## src/hdl/pcen_pkg.sv

```systemverilog
// ----------------------------------------------------------------------------
// pcen_pkg: shared constants and types for the polygon centroid block
// Widths of the coordinate, accumulator and quotient paths, plus the request
// and status bundles that pass between the sequencer and its two units.
// ----------------------------------------------------------------------------
`default_nettype none

package pcen_pkg;

  localparam int COORD_BITS = 16;
  localparam int FRAC_BITS  = 8;
  localparam int OUT_BITS   = 23;

  // x0*y1 - x1*y0 needs one bit more than a single product
  localparam int CROSS_BITS = 2 * COORD_BITS + 1;
  localparam int SUM_BITS   = COORD_BITS + 1;
  localparam int PROD_BITS  = SUM_BITS + CROSS_BITS;
  localparam int AREA_BITS  = 48;
  localparam int MOM_BITS   = 64;
  // 3 * |area| fits one bit over the area width
  localparam int DEN_BITS   = AREA_BITS + 1;
  localparam int QUO_BITS   = OUT_BITS;
  localparam int INT_BITS   = QUO_BITS - FRAC_BITS;
  localparam int CNT_BITS   = $clog2(QUO_BITS);

  localparam logic [OUT_BITS-1:0] OUT_MAX = '1;

  typedef struct packed {
    logic                  start;
    logic                  clear;
    logic [COORD_BITS-1:0] ax;
    logic [COORD_BITS-1:0] ay;
    logic [COORD_BITS-1:0] bx;
    logic [COORD_BITS-1:0] by;
  } edge_req_t;

  typedef struct packed {
    logic                 done;
    logic [AREA_BITS-1:0] area;
    logic [MOM_BITS-1:0]  mx;
    logic [MOM_BITS-1:0]  my;
  } edge_sts_t;

  typedef struct packed {
    logic                start;
    logic [MOM_BITS-1:0] num;
    logic [DEN_BITS-1:0] den;
  } div_req_t;

  typedef struct packed {
    logic                done;
    logic [QUO_BITS-1:0] quo;
  } div_sts_t;

endpackage

`default_nettype wire

```

## src/hdl/pcen_edge.sv

```systemverilog
// ----------------------------------------------------------------------------
// pcen_edge: shoelace edge accumulator on one shared multiplier
// Runs four multiplies in turn per edge and folds the cross product and the
// two moments into the running sums.
// ----------------------------------------------------------------------------
`default_nettype none

module pcen_edge (
  input  wire                 clk,
  input  wire                 rst_n,
  input  pcen_pkg::edge_req_t req,
  output pcen_pkg::edge_sts_t sts
);

  typedef enum logic [2:0] {
    E_IDLE, E_P0, E_P1, E_SUB, E_MX, E_MY, E_ACC
  } est_t;

  est_t                            state_r;
  logic [pcen_pkg::COORD_BITS-1:0] x0_r, y0_r, x1_r, y1_r;
  logic [pcen_pkg::CROSS_BITS-1:0] cross_r;
  logic [pcen_pkg::PROD_BITS-1:0]  prod_r;
  logic [pcen_pkg::AREA_BITS-1:0]  area_r;
  logic [pcen_pkg::MOM_BITS-1:0]   mx_r, my_r;

  logic signed [pcen_pkg::SUM_BITS-1:0]   sum_x, sum_y;
  logic signed [pcen_pkg::SUM_BITS-1:0]   mul_a;
  logic signed [pcen_pkg::CROSS_BITS-1:0] mul_b;
  logic signed [pcen_pkg::PROD_BITS-1:0]  mul_p;

  always_comb begin
    sum_x = pcen_pkg::SUM_BITS'($signed(x0_r)) + pcen_pkg::SUM_BITS'($signed(x1_r));
    sum_y = pcen_pkg::SUM_BITS'($signed(y0_r)) + pcen_pkg::SUM_BITS'($signed(y1_r));
    case (state_r)
      E_P0: begin
        mul_a = pcen_pkg::SUM_BITS'($signed(x0_r));
        mul_b = pcen_pkg::CROSS_BITS'($signed(y1_r));
      end
      E_P1: begin
        mul_a = pcen_pkg::SUM_BITS'($signed(x1_r));
        mul_b = pcen_pkg::CROSS_BITS'($signed(y0_r));
      end
      E_MY: begin
        mul_a = sum_y;
        mul_b = $signed(cross_r);
      end
      default: begin
        mul_a = sum_x;
        mul_b = $signed(cross_r);
      end
    endcase
    mul_p = mul_a * mul_b;
  end

  always_ff @(posedge clk) begin
    if (!rst_n) begin
      state_r <= E_IDLE;
      area_r  <= '0;
      mx_r    <= '0;
      my_r    <= '0;
    end else begin
      case (state_r)
        E_IDLE: begin
          if (req.clear) begin
            area_r <= '0;
            mx_r   <= '0;
            my_r   <= '0;
          end else if (req.start) begin
            x0_r    <= req.ax;
            y0_r    <= req.ay;
            x1_r    <= req.bx;
            y1_r    <= req.by;
            state_r <= E_P0;
          end
        end
        E_P0: begin
          prod_r  <= mul_p;
          state_r <= E_P1;
        end
        E_P1: begin
          cross_r <= prod_r[pcen_pkg::CROSS_BITS-1:0];
          prod_r  <= mul_p;
          state_r <= E_SUB;
        end
        E_SUB: begin
          cross_r <= cross_r - prod_r[pcen_pkg::CROSS_BITS-1:0];
          state_r <= E_MX;
        end
        E_MX: begin
          prod_r  <= mul_p;
          area_r  <= area_r + pcen_pkg::AREA_BITS'($signed(cross_r));
          state_r <= E_MY;
        end
        E_MY: begin
          prod_r  <= mul_p;
          mx_r    <= mx_r + pcen_pkg::MOM_BITS'($signed(prod_r));
          state_r <= E_ACC;
        end
        E_ACC: begin
          my_r    <= my_r + pcen_pkg::MOM_BITS'($signed(prod_r));
          state_r <= E_IDLE;
        end
        default: state_r <= E_IDLE;
      endcase
    end
  end

  // sums settle in the cycle after done
  assign sts.done = (state_r == E_ACC);
  assign sts.area = area_r;
  assign sts.mx   = mx_r;
  assign sts.my   = my_r;

endmodule

`default_nettype wire

```

## src/hdl/pcen_div.sv

```systemverilog
// ----------------------------------------------------------------------------
// pcen_div: restoring divider, one quotient bit per cycle
// Gives min(num * 2^FRAC_BITS / den, OUT_MAX); overflow caught up front.
// ----------------------------------------------------------------------------
`default_nettype none

module pcen_div (
  input  wire                clk,
  input  wire                rst_n,
  input  pcen_pkg::div_req_t req,
  output pcen_pkg::div_sts_t sts
);

  typedef enum logic [1:0] {D_IDLE, D_RUN, D_DONE} dst_t;

  dst_t                          state_r;
  logic [pcen_pkg::DEN_BITS-1:0] den_r, rem_r;
  logic [pcen_pkg::QUO_BITS-1:0] shf_r, quo_r;
  logic [pcen_pkg::CNT_BITS-1:0] cnt_r;

  logic [pcen_pkg::MOM_BITS:0]   hi_ext, den_ext;
  logic                          sat;
  logic [pcen_pkg::QUO_BITS-1:0] low_bits;
  logic [pcen_pkg::DEN_BITS:0]   trial, diff;
  logic                          ge;
  logic [pcen_pkg::DEN_BITS-1:0] rem_nxt;

  always_comb begin
    hi_ext   = (pcen_pkg::MOM_BITS+1)'(req.num >> pcen_pkg::INT_BITS);
    den_ext  = (pcen_pkg::MOM_BITS+1)'(req.den);
    sat      = (hi_ext >= den_ext);
    low_bits = {req.num[pcen_pkg::INT_BITS-1:0], pcen_pkg::FRAC_BITS'(0)};
    trial    = {rem_r, shf_r[pcen_pkg::QUO_BITS-1]};
    diff     = trial - {1'b0, den_r};
    ge       = (trial >= {1'b0, den_r});
    rem_nxt  = ge ? diff[pcen_pkg::DEN_BITS-1:0] : trial[pcen_pkg::DEN_BITS-1:0];
  end

  always_ff @(posedge clk) begin
    if (!rst_n) begin
      state_r <= D_IDLE;
    end else begin
      case (state_r)
        D_IDLE: begin
          if (req.start) begin
            den_r <= req.den;
            if (sat) begin
              quo_r   <= pcen_pkg::OUT_MAX;
              state_r <= D_DONE;
            end else begin
              rem_r   <= pcen_pkg::DEN_BITS'(hi_ext);
              shf_r   <= low_bits;
              quo_r   <= '0;
              cnt_r   <= '0;
              state_r <= D_RUN;
            end
          end
        end
        D_RUN: begin
          rem_r <= rem_nxt;
          shf_r <= shf_r << 1;
          quo_r <= {quo_r[pcen_pkg::QUO_BITS-2:0], ge};
          cnt_r <= cnt_r + 1'b1;
          if (cnt_r == pcen_pkg::CNT_BITS'(pcen_pkg::QUO_BITS - 1)) begin
            state_r <= D_DONE;
          end
        end
        D_DONE:  state_r <= D_IDLE;
        default: state_r <= D_IDLE;
      endcase
    end
  end

  assign sts.done = (state_r == D_DONE);
  assign sts.quo  = quo_r;

endmodule

`default_nettype wire

```

## src/hdl/polygon_centroid.sv

```systemverilog
// ----------------------------------------------------------------------------
// polygon_centroid: streaming shoelace centroid of a simple polygon
// Sequencer around a shared-multiplier edge unit and a bit-serial divider.
// ----------------------------------------------------------------------------
//
//  channel  | ports                                       | item
//  ---------+---------------------------------------------+---------------------
//  in       | in_valid/in_ready, in_vertex_x/y, in_is_last | one vertex
//  out      | out_valid/out_ready, out_centroid_x/y,       | one centroid per
//           | out_degenerate                               | polygon
//
//  A vertex after the first keeps in_ready low from its accept until the
//  edge unit is started and has run six steps for its four multiplies
//  and three accumulates through a single 17x33 multiplier. A first vertex
//  that is not the last is only stored. The last vertex adds the closing edge
//  and two 23-step divisions, one quotient bit a cycle; a divide that
//  saturates skips its 23 steps, and a zero area skips both divisions.
//  in_ready is high only while the sequencer idles; a finished item waits in
//  the output register, so the next polygon may start while it is unread,
//  and its own result stalls in the output step until that register frees.
//  Synchronous active-low reset clears the sums and the sequencer.
//
`default_nettype none

module polygon_centroid (
  input  wire                                   clk,
  input  wire                                   rst_n,
  input  wire                                   in_valid,
  output logic                                  in_ready,
  input  wire signed [pcen_pkg::COORD_BITS-1:0] in_vertex_x,
  input  wire signed [pcen_pkg::COORD_BITS-1:0] in_vertex_y,
  input  wire                                   in_is_last,
  output logic                                  out_valid,
  input  wire                                   out_ready,
  output logic [pcen_pkg::OUT_BITS-1:0]         out_centroid_x,
  output logic [pcen_pkg::OUT_BITS-1:0]         out_centroid_y,
  output logic                                  out_degenerate
);

  typedef enum logic [2:0] {
    T_IDLE, T_EDGE, T_CLOSE, T_PREP, T_DIVX, T_DIVY, T_OUT
  } tst_t;

  tst_t                            state_r;
  logic                            have_first_r;
  logic                            last_r;
  logic [pcen_pkg::COORD_BITS-1:0] first_x_r, first_y_r, prev_x_r, prev_y_r;
  // edge operands, held for the edge unit to latch on start
  logic [pcen_pkg::COORD_BITS-1:0] ea_x_r, ea_y_r, eb_x_r, eb_y_r;
  logic                            estart_r, dstart_r;
  logic [pcen_pkg::DEN_BITS-1:0]   den_r;
  logic [pcen_pkg::MOM_BITS-1:0]   magx_r, magy_r;
  logic                            degen_r;
  logic [pcen_pkg::OUT_BITS-1:0]   qx_r, qy_r;
  logic                            out_valid_r;
  logic [pcen_pkg::OUT_BITS-1:0]   cx_r, cy_r;
  logic                            dg_r;

  pcen_pkg::edge_req_t edge_req;
  pcen_pkg::edge_sts_t edge_sts;
  pcen_pkg::div_req_t  div_req;
  pcen_pkg::div_sts_t  div_sts;

  logic                           in_acc;
  logic                           out_load;
  logic [pcen_pkg::AREA_BITS-1:0] area_mag;
  logic [pcen_pkg::DEN_BITS-1:0]  den3;
  logic [pcen_pkg::MOM_BITS-1:0]  magx, magy;
  logic                           area_zero;

  assign in_ready = (state_r == T_IDLE);
  assign in_acc   = in_valid && in_ready;
  // output register free, or being emptied this cycle
  assign out_load = (state_r == T_OUT) && (!out_valid_r || out_ready);

  // magnitudes for the divide; 3*|area| as a + 2a
  always_comb begin
    area_zero = (edge_sts.area == '0);
    area_mag  = edge_sts.area[pcen_pkg::AREA_BITS-1] ? (~edge_sts.area + 1'b1)
                                                      : edge_sts.area;
    den3      = {1'b0, area_mag} + {area_mag, 1'b0};
    magx      = edge_sts.mx[pcen_pkg::MOM_BITS-1] ? (~edge_sts.mx + 1'b1) : edge_sts.mx;
    magy      = edge_sts.my[pcen_pkg::MOM_BITS-1] ? (~edge_sts.my + 1'b1) : edge_sts.my;
  end

  assign edge_req.start = estart_r;
  assign edge_req.clear = out_load;
  assign edge_req.ax    = ea_x_r;
  assign edge_req.ay    = ea_y_r;
  assign edge_req.bx    = eb_x_r;
  assign edge_req.by    = eb_y_r;

  assign div_req.start = dstart_r;
  assign div_req.num   = (state_r == T_DIVY) ? magy_r : magx_r;
  assign div_req.den   = den_r;

  pcen_edge u_edge (
    .clk   (clk),
    .rst_n (rst_n),
    .req   (edge_req),
    .sts   (edge_sts)
  );

  pcen_div u_div (
    .clk   (clk),
    .rst_n (rst_n),
    .req   (div_req),
    .sts   (div_sts)
  );

  // start pulses last one cycle: each is cleared in the state it leads into
  always_ff @(posedge clk) begin
    if (!rst_n) begin
      state_r      <= T_IDLE;
      have_first_r <= 1'b0;
      estart_r     <= 1'b0;
      dstart_r     <= 1'b0;
      out_valid_r  <= 1'b0;
    end else begin
      if (out_valid_r && out_ready && !out_load) begin
        out_valid_r <= 1'b0;
      end
      case (state_r)
        T_IDLE: begin
          if (in_acc) begin
            prev_x_r <= in_vertex_x;
            prev_y_r <= in_vertex_y;
            last_r   <= in_is_last;
            eb_x_r   <= in_vertex_x;
            eb_y_r   <= in_vertex_y;
            if (have_first_r) begin
              // edge from the previous vertex
              ea_x_r   <= prev_x_r;
              ea_y_r   <= prev_y_r;
              estart_r <= 1'b1;
              state_r  <= T_EDGE;
            end else begin
              first_x_r    <= in_vertex_x;
              first_y_r    <= in_vertex_y;
              have_first_r <= 1'b1;
              estart_r     <= in_is_last;
              if (in_is_last) begin
                // lone vertex: closing edge is null, area comes out zero
                ea_x_r   <= in_vertex_x;
                ea_y_r   <= in_vertex_y;
                state_r  <= T_CLOSE;
              end
            end
          end
        end
        T_EDGE: begin
          estart_r <= edge_sts.done && last_r;
          if (edge_sts.done) begin
            if (last_r) begin
              // close back to the first vertex
              ea_x_r   <= prev_x_r;
              ea_y_r   <= prev_y_r;
              eb_x_r   <= first_x_r;
              eb_y_r   <= first_y_r;
              state_r  <= T_CLOSE;
            end else begin
              state_r <= T_IDLE;
            end
          end
        end
        T_CLOSE: begin
          estart_r <= 1'b0;
          if (edge_sts.done) begin
            state_r <= T_PREP;
          end
        end
        T_PREP: begin
          den_r    <= den3;
          magx_r   <= magx;
          magy_r   <= magy;
          degen_r  <= area_zero;
          dstart_r <= !area_zero;
          if (area_zero) begin
            qx_r    <= '0;
            qy_r    <= '0;
            state_r <= T_OUT;
          end else begin
            state_r  <= T_DIVX;
          end
        end
        T_DIVX: begin
          dstart_r <= div_sts.done;
          if (div_sts.done) begin
            qx_r     <= div_sts.quo;
            state_r  <= T_DIVY;
          end
        end
        T_DIVY: begin
          dstart_r <= 1'b0;
          if (div_sts.done) begin
            qy_r    <= div_sts.quo;
            state_r <= T_OUT;
          end
        end
        T_OUT: begin
          if (out_load) begin
            cx_r         <= qx_r;
            cy_r         <= qy_r;
            dg_r         <= degen_r;
            out_valid_r  <= 1'b1;
            have_first_r <= 1'b0;
            state_r      <= T_IDLE;
          end
        end
        default: state_r <= T_IDLE;
      endcase
    end
  end

  assign out_valid      = out_valid_r;
  assign out_centroid_x = cx_r;
  assign out_centroid_y = cy_r;
  assign out_degenerate = dg_r;

`ifndef NO_ASSERTIONS
  a_degen_zero: assert property (@(posedge clk) disable iff (!rst_n)
    out_valid && out_degenerate |-> out_centroid_x == '0 && out_centroid_y == '0)
    else $error("degenerate result with non-zero centroid");

  a_clear_start: assert property (@(posedge clk) disable iff (!rst_n)
    edge_req.clear |-> !edge_req.start)
    else $error("edge sums cleared while an edge starts");

  a_out_from_seq: assert property (@(posedge clk) disable iff (!rst_n)
    $rose(out_valid) |-> $past(state_r == T_OUT))
    else $error("result raised outside the output step");

  a_last_busy: assert property (@(posedge clk) disable iff (!rst_n)
    in_valid && in_ready && in_is_last |=> !in_ready)
    else $error("ready held after the closing vertex");
`endif

endmodule

`default_nettype wire
```

## config.mk

```make
export PLATFORM = sky130hd
export DESIGN_NAME = polygon_centroid
export DESIGN_NICKNAME = d
export VERILOG_FILES = /design/src/hdl/pcen_pkg.sv /design/src/hdl/pcen_edge.sv /design/src/hdl/pcen_div.sv /design/src/hdl/polygon_centroid.sv
export SDC_FILE = /design/constraint.sdc
export NUM_CORES = 2
export LEC_CHECK = 0
export BUFFER_PORTS_ARGS = -buffer_cell sky130_fd_sc_hd__buf_4
export CAP_MARGIN = 20
export CORE_MARGIN = 3
export CORE_UTILIZATION = 55
export CTS_CLUSTER_DIAMETER = 30
export DETAILED_ROUTE_END_ITERATION = 6
export PLACE_DENSITY = 0.73
export SLEW_MARGIN = 25
export SYNTH_ARGS = -nofsm -noshare
export SYNTH_HDL_FRONTEND = slang
export SYNTH_HIERARCHICAL = 1
export SYNTH_SLANG_ARGS = --single-unit
```

## constraint.sdc

```tcl
create_clock -name clk -period 17.8 [get_ports clk]
set_clock_uncertainty 0.1 [all_clocks]
set_input_delay 5.34 -clock clk [delete_from_list [all_inputs] [get_ports clk]]
set_output_delay 5.34 -clock clk [all_outputs]
set_load 0.03 [all_outputs]
```

Word-level counts from Yosys, hierarchy flattened
Cells that the tools add are included.

Multiply operators: 1. Muxes and demuxes: 77. Order comparisons: 2. Bitwise gates (word level): 5. Reduce and logical (&&, ||, !) cells: 47. $add $sub $neg: 12. Equal/unequal tests: 30.

Operator list (number): 2-to-1 mux 16 bit (16); case mux 64 bit (2 select lines) (2); case mux 23 bit (2 select lines) (4); 2-to-1 mux 49 bit (3); 2-to-1 mux 23 bit (6); case mux 33 bit (2 select lines) (2); adder 64 x 1 -> 64 bit, second input constant (2); adder 64 bit (2); 2-to-1 mux 64 bit (2); NOT 64 bit (2); case mux 16 bit (2 select lines) (4); 2-to-1 mux 63 bit (2); case mux 49 bit (2 select lines) (1); 2-to-1 mux 48 bit (2); case mux 48 bit (2 select lines) (1); case mux 17 bit (3 select lines) (1); greater-or-equal comparator 50 x 49 -> 1 bit (1); multiplier 17 x 33 -> 50 bit (1); adder 48 x 49 -> 49 bit (1); greater-or-equal comparator 49 bit (1); subtractor 49 bit (1); adder 48 x 1 -> 48 bit, second input constant (1); adder 48 bit (1); zero test 48 bit (1); 38 further kinds (114).

Output and inout bits: 49. Flip-flop bits (word level): 884. Input port bits: 37.

Longest topological paths before layout
Depth after elaboration: 8. Gate-level depth with buffers: 40.

Cells and area by module
The synthesis kept the hierarchy.

By module, submodules not included: pcen_edge (cells an instance 4987, area an instance 43231.5 µm², sequential area each 7997.7 µm², instances 1); polygon_centroid (cells an instance 1602, area an instance 20751.2 µm², sequential area each 12151.7 µm², instances 1); pcen_div (cells an instance 1055, area an instance 10049.6 µm², sequential area each 4274.1 µm², instances 1).

Worst setup path before layout
Ideal clock, no wire load.

Kind: input port to flip-flop. Start point: in in_valid. End point: reg ea_x_r[0] (netlist name) (enable). Data arrival time: 10.351 ns. Path slack: 6.878 ns. Stages: 3. Library setup time: 0.470 ns. Buffers on the path: 0. Cell sequence: nand2_1 > a21boi_0 > a21boi_0.

Longest elaborated chain between the ends: 3.

RTL lines: start: declaration (RTL line polygon_centroid.sv:28) `input wire in_valid,`; logical AND 1 bit (RTL line polygon_centroid.sv:72) `assign in_acc = in_valid && in_ready;`; inequality test 2 x 1 -> 1 bit (no source line); AND reduction 6 bit (no source line); end signal: assignment (RTL line polygon_centroid.sv:133) `ea_x_r <= prev_x_r;`; end signal: assignment (RTL line polygon_centroid.sv:144) `ea_x_r <= in_vertex_x;`; end signal: assignment (RTL line polygon_centroid.sv:156) `ea_x_r <= prev_x_r;`; end: declaration (RTL line polygon_centroid.sv:49) `logic [pcen_pkg::COORD_BITS-1:0] ea_x_r, ea_y_r, eb_x_r, eb_y_r;`.

Every way passes these cells. A chain may end at the register's enable or synchronous reset.

Worst setup path after layout
Start point: reg u_edge.state_r[1]. End point: reg u_edge/prod_r[47] (netlist name), data pin.

Longest elaborated chain between the ends: 3.

RTL lines: start: declaration (RTL line pcen_edge.sv:19) `est_t state_r;`; start signal: assignment (RTL line pcen_edge.sv:57) `state_r <= E_IDLE;`; start signal: assignment (RTL line pcen_edge.sv:73) `state_r <= E_P0;`; start signal: assignment (RTL line pcen_edge.sv:78) `state_r <= E_P1;`; == test 3 bit (tied with other cells) (RTL line pcen_edge.sv:34) `case (state_r)`; case mux 17 bit (3 select lines) or case mux 33 bit (2 select lines) (tied branches) (RTL line pcen_edge.sv:34); multiplier 17 x 33 -> 50 bit (*) (RTL line pcen_edge.sv:52) `mul_p = mul_a * mul_b;`; named net u_edge.mul_p (one bit) (RTL line pcen_edge.sv:29) `logic signed [pcen_pkg::PROD_BITS-1:0] mul_p;`; end signal: assignment (RTL line pcen_edge.sv:77) `prod_r <= mul_p;`; end signal: assignment (RTL line pcen_edge.sv:82) `prod_r <= mul_p;`; end signal: assignment (RTL line pcen_edge.sv:90) `prod_r <= mul_p;`; end: declaration (RTL line pcen_edge.sv:22) `logic [pcen_pkg::PROD_BITS-1:0] prod_r;`.

The timed path passes the listed nets; every way through them passes the cells marked *.

==> impl_metrics.py <==
metrics = {
    "run": {
        "drv_cap": 0,
    },
    "sta": {
        "relSlewSlack_pct": 25.7,
        "hold_violations": 0,
        "tns_ns": 0,
        "setup_viol": 0,
        "slew_viol_final": 0,
        "holdWs_ns": 0.270,
        "final.min_clock_period_ns": 10.63,
        "rsz0062_at_grt": "no",
        "tightest_slew_ns": 1.10,
        "finalCritPeriodShare_pct": 59.7,
        "max_freq_mhz": 94.1,
    },
    "setup_path": {
        "critical_path_arrival_ns": 11.04,
        "start_kind": "register",
        "slowest_delay_ns": 0.69,
        "path_class": "register to register",
        "cp_common_cell": "fa_1",
        "end_kind": "register",
        "required_ns": 18.21,
        "cp_slowest_cell": "dfxtp_1",
        "crit_family": "adder cells",
        "critPathBufInv": 6,
        "crit_path_max_fanout": 36,
    },
    "floorplan": {
        "die_y_um": 373,
        "die-area_um2": 139000,
        "die_w_um": 373,
        "core_um2": 133000,
        "start_util_pct": 55.8,
        "num_io_pins": 86,
        "rows": 133,
    },
    "synth": {
        "synth_top_cell_area_share_pct": 27.9,
        "synth-seq-area-share_pct": 33.0,
        "synthFlopType": "edfxtp_1",
        "ys_seq_elements": 876,
        "yosysUniqueCellTypes": 110,
        "synth_area_leader_cell": "edfxtp_1",
        "synth-edff-count": 688,
        "synth_area_leaders": "edfxtp_1 28%, fa_1 15%, ha_1 8.5%",
        "synth_commonest_cells": "827 x nand2_1, 792 x inv_1, 688 x edfxtp_1",
        "synth.net_count": 8726,
        "ys_warn_count": 6,
        "avgSynthCellArea_um2": 9.69,
        "synth_async_sr_flop_share_pct": 0,
        "post-synth-top-count-cell": "nand2_1",
        "netlist_area_um2": 74000,
        "synthCells": 7644,
    },
    "cells_and_area": {
        "nNetsFinal": 8749,
        "synthToLayoutAreaGrowth_pct": 12.3,
        "instances_no_fill": 9601,
        "drive_gt1_share_pct": 9.48,
    },
    "grt": {
        "grt_max_degree": 83,
        "grt_overflow": 0,
        "grt_usage_pct": 30.2,
        "antenna_found_initial": 8,
        "grt_first_pass_wirelength_mm": 331,
        "grt_pass1_vias": 57700,
    },
    "placed_design": {
        "gp_congestion": 0.978,
        "numPortBuffers": 85,
        "dp_hpwl_mm": 164,
        "dp_cells": 9226,
    },
    "clock_tree": {
        "insertion_delay_ns": 0.83,
        "cts_num_sinks": 876,
        "clk_path_buf_depth": 3,
        "holdBufCountCts": 0,
        "numCtsBuffers": 194,
        "htree_num_levels": 4,
        "postCtsSetupBuffers": 0,
        "clock-root-buffer": "clkbuf_16",
        "cts_resized": 0,
        "path_clk_slew_ns": 0.05,
        "cts_tree": "done",
    },
    "detailed_routing": {
        "ant_nets": 0,
        "drcViolationCount": 0,
        "drt-initial-drc-count": 4963,
        "routed-via-count": 58000,
        "avgViaCountPerCell": 6.05,
        "wl_per_cell_um": 22.1,
        "drtPass1Iterations": 6,
        "routed_wl_mm": 212,
    },
    "status": {
        "outcome": "completed",
    },
    "min_path": {
        "hp-class": "register to register",
    },
}
final timing paths:
path | from | end | slack [ns] | cells past startpoint
hold / removal | ea_y_r[12] | u_edge/y0_r[12] | 0.27 | 0
hold reg to reg | ea_y_r[12] | u_edge/y0_r[12] | 0.27 | 0
setup / recovery | u_edge/state_r[1] | u_edge/prod_r[47] | 7.17 | 28
setup reg to reg | u_edge/state_r[1] | u_edge/prod_r[47] | 7.17 | 28
state kept, by name (all words and copies together), names as in the netlist, 23 cells and up:
signal and cells:
u_edge/my_r 64, magy_r 64, out_centroid_y 23, u_edge/mx_r 64, u_edge/area_r 48, out_centroid_x 23, u_edge/prod_r 50, den_r 49
qy_r 23, qx_r 23, u_div/den_r 49, u_div/quo_r 23, magx_r 64, u_div/rem_r 49, u_edge/cross_r 33
final cells by class:
type / instances / area (um^2)
well taps: 1755 / 2200
diodes: 5 / 12.5
multi-input cells: 5634 / 45500
inverters: 793 / 2980
clock inverters: 151 / 1820
fillers: 10700 / 49500
repair buffers: 168 / 1250
flip-flops and latches: 876 / 24400
clock buffers: 219 / 5020
layer usage:
metal	wire length, um	part of all wire (%)	GRT usage [%]
met5	44	0.021	0
met4	13300	6.3	17.7
met3	13800	6.5	4.70
met2	97200	46	48.2
met1	88000	41	39.3
worst register-to-register path: cells and delay by family, from the launching register on:
kind | cells | cell delay, ns
XOR/XNOR | 1 | 0.17
buffers and inverters | 6 | 0.55
flip-flops | 1 | 0.69
adder cells (fa/ha/maj) | 7 | 3.41
AO/OA/AOI/OAI | 8 | 3.28
AND/OR/NAND/NOR | 6 | 2.11
cell families after synthesis:
logic type | count (synthesis) | share of synthesized area (%)
simple gates | 2095 | 13.4
buf+inv | 1134 | 5.85
flops | 876 | 33.0
compound gates | 1811 | 16.0
mux | 172 | 2.55
xor+xnor | 510 | 6.03
fa+ha+maj | 1046 | 23.2
metrics by stage:
step / worst slack, ns / util [%] / area [um^2]
after floorplan: 6.88 / - / 74000
after detailed placement: 7.42 / 57.5 / 76300
after global placement: 7.62 / 57.5 / 76300
after global routing: 6.56 / 62.7 / 83200
after CTS: 7.32 / 62.7 / 83100
final: 7.17 / 62.7 / 83200
cell usage in the layout (no fill, tap or decap), types with 69 or more instances in the layout:
cell	instances
inv_1	792
mux2_2	129
and3_1	96
a21oi_1	431
nor2_1	447
xor2_1	146
a22oi_1	93
buf_4	166
nand2b_1	69
dfxtp_1	186
o21a_1	88
nand4_1	92
edfxtp_1	688
nor2b_1	142
nand3_1	89
ha_1	500
fa_1	545
xnor2_1	364
a21o_1	245
nand2_1	824
o21ai_0	399
clkbuf_16	194
Power is not shown: default switching activity piles up to over one toggle a cycle in this logic, so the estimate is an artifact.
